`src/rtl/ising_chain_magnetization_sum_top_macros.svh`:
```
// Assertion macros for the magnetisation block
`ifndef ISING_CHAIN_MAGNETIZATION_SUM_TOP_MACROS_SVH
`define ISING_CHAIN_MAGNETIZATION_SUM_TOP_MACROS_SVH
// property a implies property b on the next edge
`define ICM_ASSERT_NEXT(label, a, b) \
  label: assert property (@(posedge clk) disable iff (rst) (a) |=> (b)) \
    else $error("icm: handshake check failed");
// combinational relation held at every edge
`define ICM_ASSERT_NOW(label, a) \
  label: assert property (@(posedge clk) disable iff (rst) (a)) \
    else $error("icm: check failed");
`endif

```
`src/rtl/icm_divu.sv`:
```
// ---------------------------------------------------------------------------
// icm_divu
// Shared restoring divider, one quotient bit per cycle.
// ---------------------------------------------------------------------------
module icm_divu #(
  parameter int W = 64
) (
  input  logic         clk,
  input  logic         rst,
  input  logic         start,
  input  logic [W-1:0] num,
  input  logic [W-1:0] den,
  output logic         done,
  output logic [W-1:0] quo
);
  localparam int CW = $clog2(W + 1);
  logic [W-1:0] rem;
  logic [W-1:0] q;
  logic [W-1:0] d;
  logic [CW-1:0] cnt;
  logic busy;
  logic [W:0] trial;

  // shift remainder in one numerator bit and try a subtract
  assign trial = {rem, q[W-1]} - {1'b0, d};
  assign quo = q;

  always_ff @(posedge clk) begin
    if (rst) begin
      busy <= 1'b0;
      done <= 1'b0;
      cnt  <= '0;
    end else begin
      done <= 1'b0;
      if (start) begin
        busy <= 1'b1;
        rem  <= '0;
        q    <= num;
        d    <= den;
        cnt  <= CW'(W);
      end else if (busy) begin
        if (trial[W]) begin
          rem <= {rem[W-2:0], q[W-1]};
          q   <= {q[W-2:0], 1'b0};
        end else begin
          rem <= trial[W-1:0];
          q   <= {q[W-2:0], 1'b1};
        end
        cnt <= cnt - 1'b1;
        if (cnt == CW'(1)) begin
          busy <= 1'b0;
          done <= 1'b1;
        end
      end
    end
  end
endmodule

```
`config.mk`:
```
export PLATFORM = sky130hd
export DESIGN_NAME = icm_divu
export DESIGN_NICKNAME = d
export VERILOG_FILES = /design/src/rtl/ising_chain_magnetization_sum_top_macros.svh /design/src/rtl/icm_divu.sv
export SDC_FILE = /design/constraint.sdc
export NUM_CORES = 1
export LEC_CHECK = 0
export BUFFER_PORTS_ARGS = -buffer_cell sky130_fd_sc_hd__buf_2
export CAP_MARGIN = 25
export CORE_ASPECT_RATIO = 0.7
export CORE_UTILIZATION = 40
export CTS_CLUSTER_DIAMETER = 30
export CTS_CLUSTER_SIZE = 24
export DETAILED_ROUTE_END_ITERATION = 12
export GPL_TIMING_DRIVEN = 0
export RECOVER_POWER = 100
export SYNTH_ARGS = -nofsm -noshare
export SYNTH_HDL_FRONTEND = slang
export SYNTH_SLANG_ARGS = --single-unit
```
`constraint.sdc`:
```
create_clock -name clk -period 16.7 [get_ports clk]
set_clock_uncertainty 0.05 [all_clocks]
set_input_delay 3.34 -clock clk [delete_from_list [all_inputs] [get_ports clk]]
set_output_delay 3.34 -clock clk [all_outputs]
set_load 0.01 [all_outputs]
```
Word level (Yosys, flattened, before mapping)
Cells that the tools add are included.

operators by class
  add/subtract/negate cells = 2
  bitwise logic cells = 2
  multiplexer cells = 11
  equality and inequality tests = 1
  reduce and logical (&&, ||, !) cells = 5

operator list
  kind                                                                 count
  64-bit 2-to-1 mux                                                    4
  65-bit by 64-bit subtractor with 65-bit output                       1
  7-bit 2-to-1 mux                                                     2
  7-bit by 1-bit == test with 1-bit output (second input constant)     1
  7-bit by 1-bit subtractor with 7-bit output (second input constant)  1
  1-bit 2-to-1 mux                                                     5
  2-bit AND reduction                                                  2
  3-bit OR reduction                                                   1
  1-bit inverter                                                       2
  2-bit nonzero test                                                   1
  2-bit OR reduction                                                   1

storage, ports and cells
  output and inout port bits = 65
  input port bits = 131
  word-level logic and storage cells = 28
  register bits after elaboration = 201

Logic depth before layout (Yosys ltp)
  depth after elaboration = 4
  depth in mapped cells = 16
  gate-level depth less buffers = 14

Worst setup path before layout
OpenSTA, ideal clock, no wires.

  kind = input-to-reg
  from = input port start
  to = register q[0], in the netlist quo[0], enable pin
  required time = 16.032 ns
  library setup time = 0.618 ns
  buffers on the path = 3
  data arrival time = 9.498 ns
  setup slack = 6.534 ns
  stages on the path = 5
  path through = clkbuf_1 > clkbuf_1 > clkbuf_1 > nor2_1 > nor2_1

between the ends
  cells in the longest elaborated chain, start to end = 2

RTL lines
  what                                  RTL line        RTL
  start, declared                       icm_divu.sv:10  input logic start,
  2-bit nonzero test (no source line)   -
  2-bit AND reduction (no source line)  -
  end signal, assigned                  icm_divu.sv:38  q <= num;
  end signal, assigned                  icm_divu.sv:44  q <= {q[W-2:0], 1'b0};
  end signal, assigned                  icm_divu.sv:47  q <= {q[W-2:0], 1'b1};
  end, declared                         icm_divu.sv:18  logic [W-1:0] q;

No other way between the ends.
A chain may end at the register's enable or synchronous reset.

Worst setup path after layout
  from = input port start
  to = register q[47], in the netlist quo[47], enable pin

Same word-level chain as after synthesis.

==> results.md <==
* Failing checks: max-capacitance violations, max-slew violations
* CTS Buffer Depth at 3
* DR WL/cell at 17.1 microns
* Synth Flop Type: edfxtp_1
* CP Capture Type: flop
* Reg-to-reg setup timing slack at 11.54 ns
* Hold crit path type: reg2reg
* Port buffer count at 194
* Avg Vias per Cell at 5.22
* Seq/Total Area, Yosys at 50.2%
* Num rows at 52
* Largest net degree at the start of global routing at 32
* Most frequent cell on the critical path: clkbuf_1
* Starting Density at 40.8%
* Nets at 1,578
* Buf+Inv Stages, Crit Path at 6
* Max Cap Viol at 4
* Unrepaired setup endpoints after global routing: false
* Post-layout minimum cycle time at 9.09 ns
* Post-CTS setup buffer count at 0
* Routed WL at 30.7 mm
* Filler cells at 2,704
* Final Setup Violations at 0
* Synth Area per Inst at 10.4 sq um
* CTS Buf Count at 43
* Critical path required time at 16.78 ns
* DR DRC count at 0
* Diode count at 0
* Share of layout cells above drive strength 1 at 20.4%
* Die width at 208 microns
* Number of synthesized register bits at 201
* Routed Antenna Nets at 0
* Worst-Skew Late Latency at 0.53 ns
* H-tree depth at 2
* Hold path startpoint: cnt[1]
* Maximum VDD drop at 0.0753 mV
* First-pass GRT wire length at 48.8 mm
* Outcome: finished with violations
* Gp weighted congestion at 0.898
* Hold path cells at 2
* Number of synthesized flops with an enable pin at 192
* CP max stage cell: clkbuf_1
* CP Launch Point: start
* CP Class: in2reg
* Netlist cell types at 58
* Tcrit/Tclk final at 54.4%
* Levels on crit path at 8
* Total Power at 0.00193 W
* Commonest non-fill, non-tap cell in the layout: edfxtp_1
* Worst r2r src: busy
* Final hold violation count at 0
* Startpoint Class: input pin
* Pleak at 6.12 nW
* Layout area overhead at 24.4%
* Worst path cell trace: clkbuf_1 -> clkbuf_1 -> clkbuf_1 -> nor2_1 -> nor2_1 -> clkbuf_1 -> clkbuf_1 -> clkbuf_1
* Worst-Margin Slew at 1.79 ns
* Gr usage total at 20.2%
* Slew Limit Fails at 120
* Clock Sinks at 201
* Reg clk slew, reported paths at 0.05 ns
* Crit Path Max Fanout at 28
* Post-synth ARST share at 0%
* Most frequent cells in the layout: edfxtp_1 (192), nand2_1 (152), buf_2 (138), a21oi_1 (127), clkbuf_1 (123)
* DP Worst Slack at 10.03 ns
* Synth Warn # at 0
* Total number of vias at 9,355
* TNS Setup at 0 ns
* Pwr dens at 131 nW/um^2
* Mapped Cells at 1,134
* Antenna violations before repair at 0
* Clock tree root buffer cell: clkbuf_16
* Syn nets at 1,332
* Rel. slew slack at -19.5%
* Worst setup margin at 7.61 ns
* CP max stage delay at 1.20 ns
* Grt total ovfl at 0
* Top-Level Pins at 196
* Peak Freq at 110 MHz
* Data arrival, critical path at 9.17 ns
* Vias in the first global route at 9,052
* Fin util at 50.7%
* TritonCTS clock tree: done
* Die Height at 146 microns
* Post-CTS sizing at 0
* # hold bufs at CTS at 0
* Core Footprint at 29,000 sq um
* R2R depth at 5
* Die area at 30,300 sq um
* Crit path max-delay family: buffers and inverters
* TritonRoute pass-1 iters at 5
* DR iter-0 viols at 607
* Cell Area, Synth at 11,800 sq um
* HPWL Detailed at 22.8 mm
[power breakdown]
part | switching, W | internal [W]
combinational | 0.000266 | 0.000163
sequential | 0.0000211 | 0.000611
clock | 0.000283 | 0.000586
total | 0.000570 | 0.00136
[synth_stat cells (all sizes together) (28+ instances only)]
cell type	number	share of area (%)
xor2	28	2.1
edfxtp	192	49
mux2	63	6.0
inv	86	2.7
nor2	44	1.4
clkbuf	49	1.6
nand2	152	4.8
a21oi	127	5.4
a21o	47	3.0
ha	66	7.0
xnor2	33	2.4
o21ai	48	2.0
[metrics by stage]
step	area, sq um	hold slack [ns]	cells
6_report	14700	0.442	1792
5_1_grt	14700	0.457	1792
3_5_place_dp	13400	0.433	1713
4_1_cts	14900	0.440	1792
2_1_floorplan	11800	0.419	1134
3_3_place_gp	13300	0.435	1706
[flip-flops by register name, summed over array words and instances (netlist names)]
signal / count
rem: 64
d: 64
quo: 64
busy: 1
cnt: 7
done: 1
[logic make-up after synthesis]
group,Yosys count,synth area share (%)
adders and majority gates,67,7.15
xor gates and xnor gates,61,4.51
muxes,63,5.99
DFF,201,50.2
AOI/OAI and AO/OA,293,15.4
buffers and inverters,145,4.76
and+or+nand+nor,304,12.0
[cell type report]
type / instances / area (sq um) / area share [%]
multi-input combinational: 788 / 5330 / 36.2
clock inverter: 32 / 363 / 2.46
tap: 378 / 473 / 3.21
timing repair buffer: 201 / 916 / 6.22
inverter: 86 / 323 / 2.19
clock buffer: 47 / 1130 / 7.70
sequential: 201 / 5950 / 40.4
buffer: 59 / 240 / 1.63
[metal layers]
metal	wire length, microns	share of wire [%]	track usage, %
met3	1600	5.2	3.86
met1	15900	52	31.3
met4	697	2.3	6.12
met5	0	0	0
met2	12500	41	28.2
[final timing paths]
kind | to
hold / removal | cnt[1]
setup / recovery | quo[47]
setup reg to reg | quo[47]
hold reg to reg | cnt[1]
[worst register-to-register path: stages (launching register included)]
cell and delay [ns]:
dfxtp_1 0.42, nor2_1 0.08, nor2_1 0.90, clkbuf_1 1.20, clkbuf_1 1.10, clkbuf_1 1.01
No activity file was read; power rests on OpenSTA's default activity.
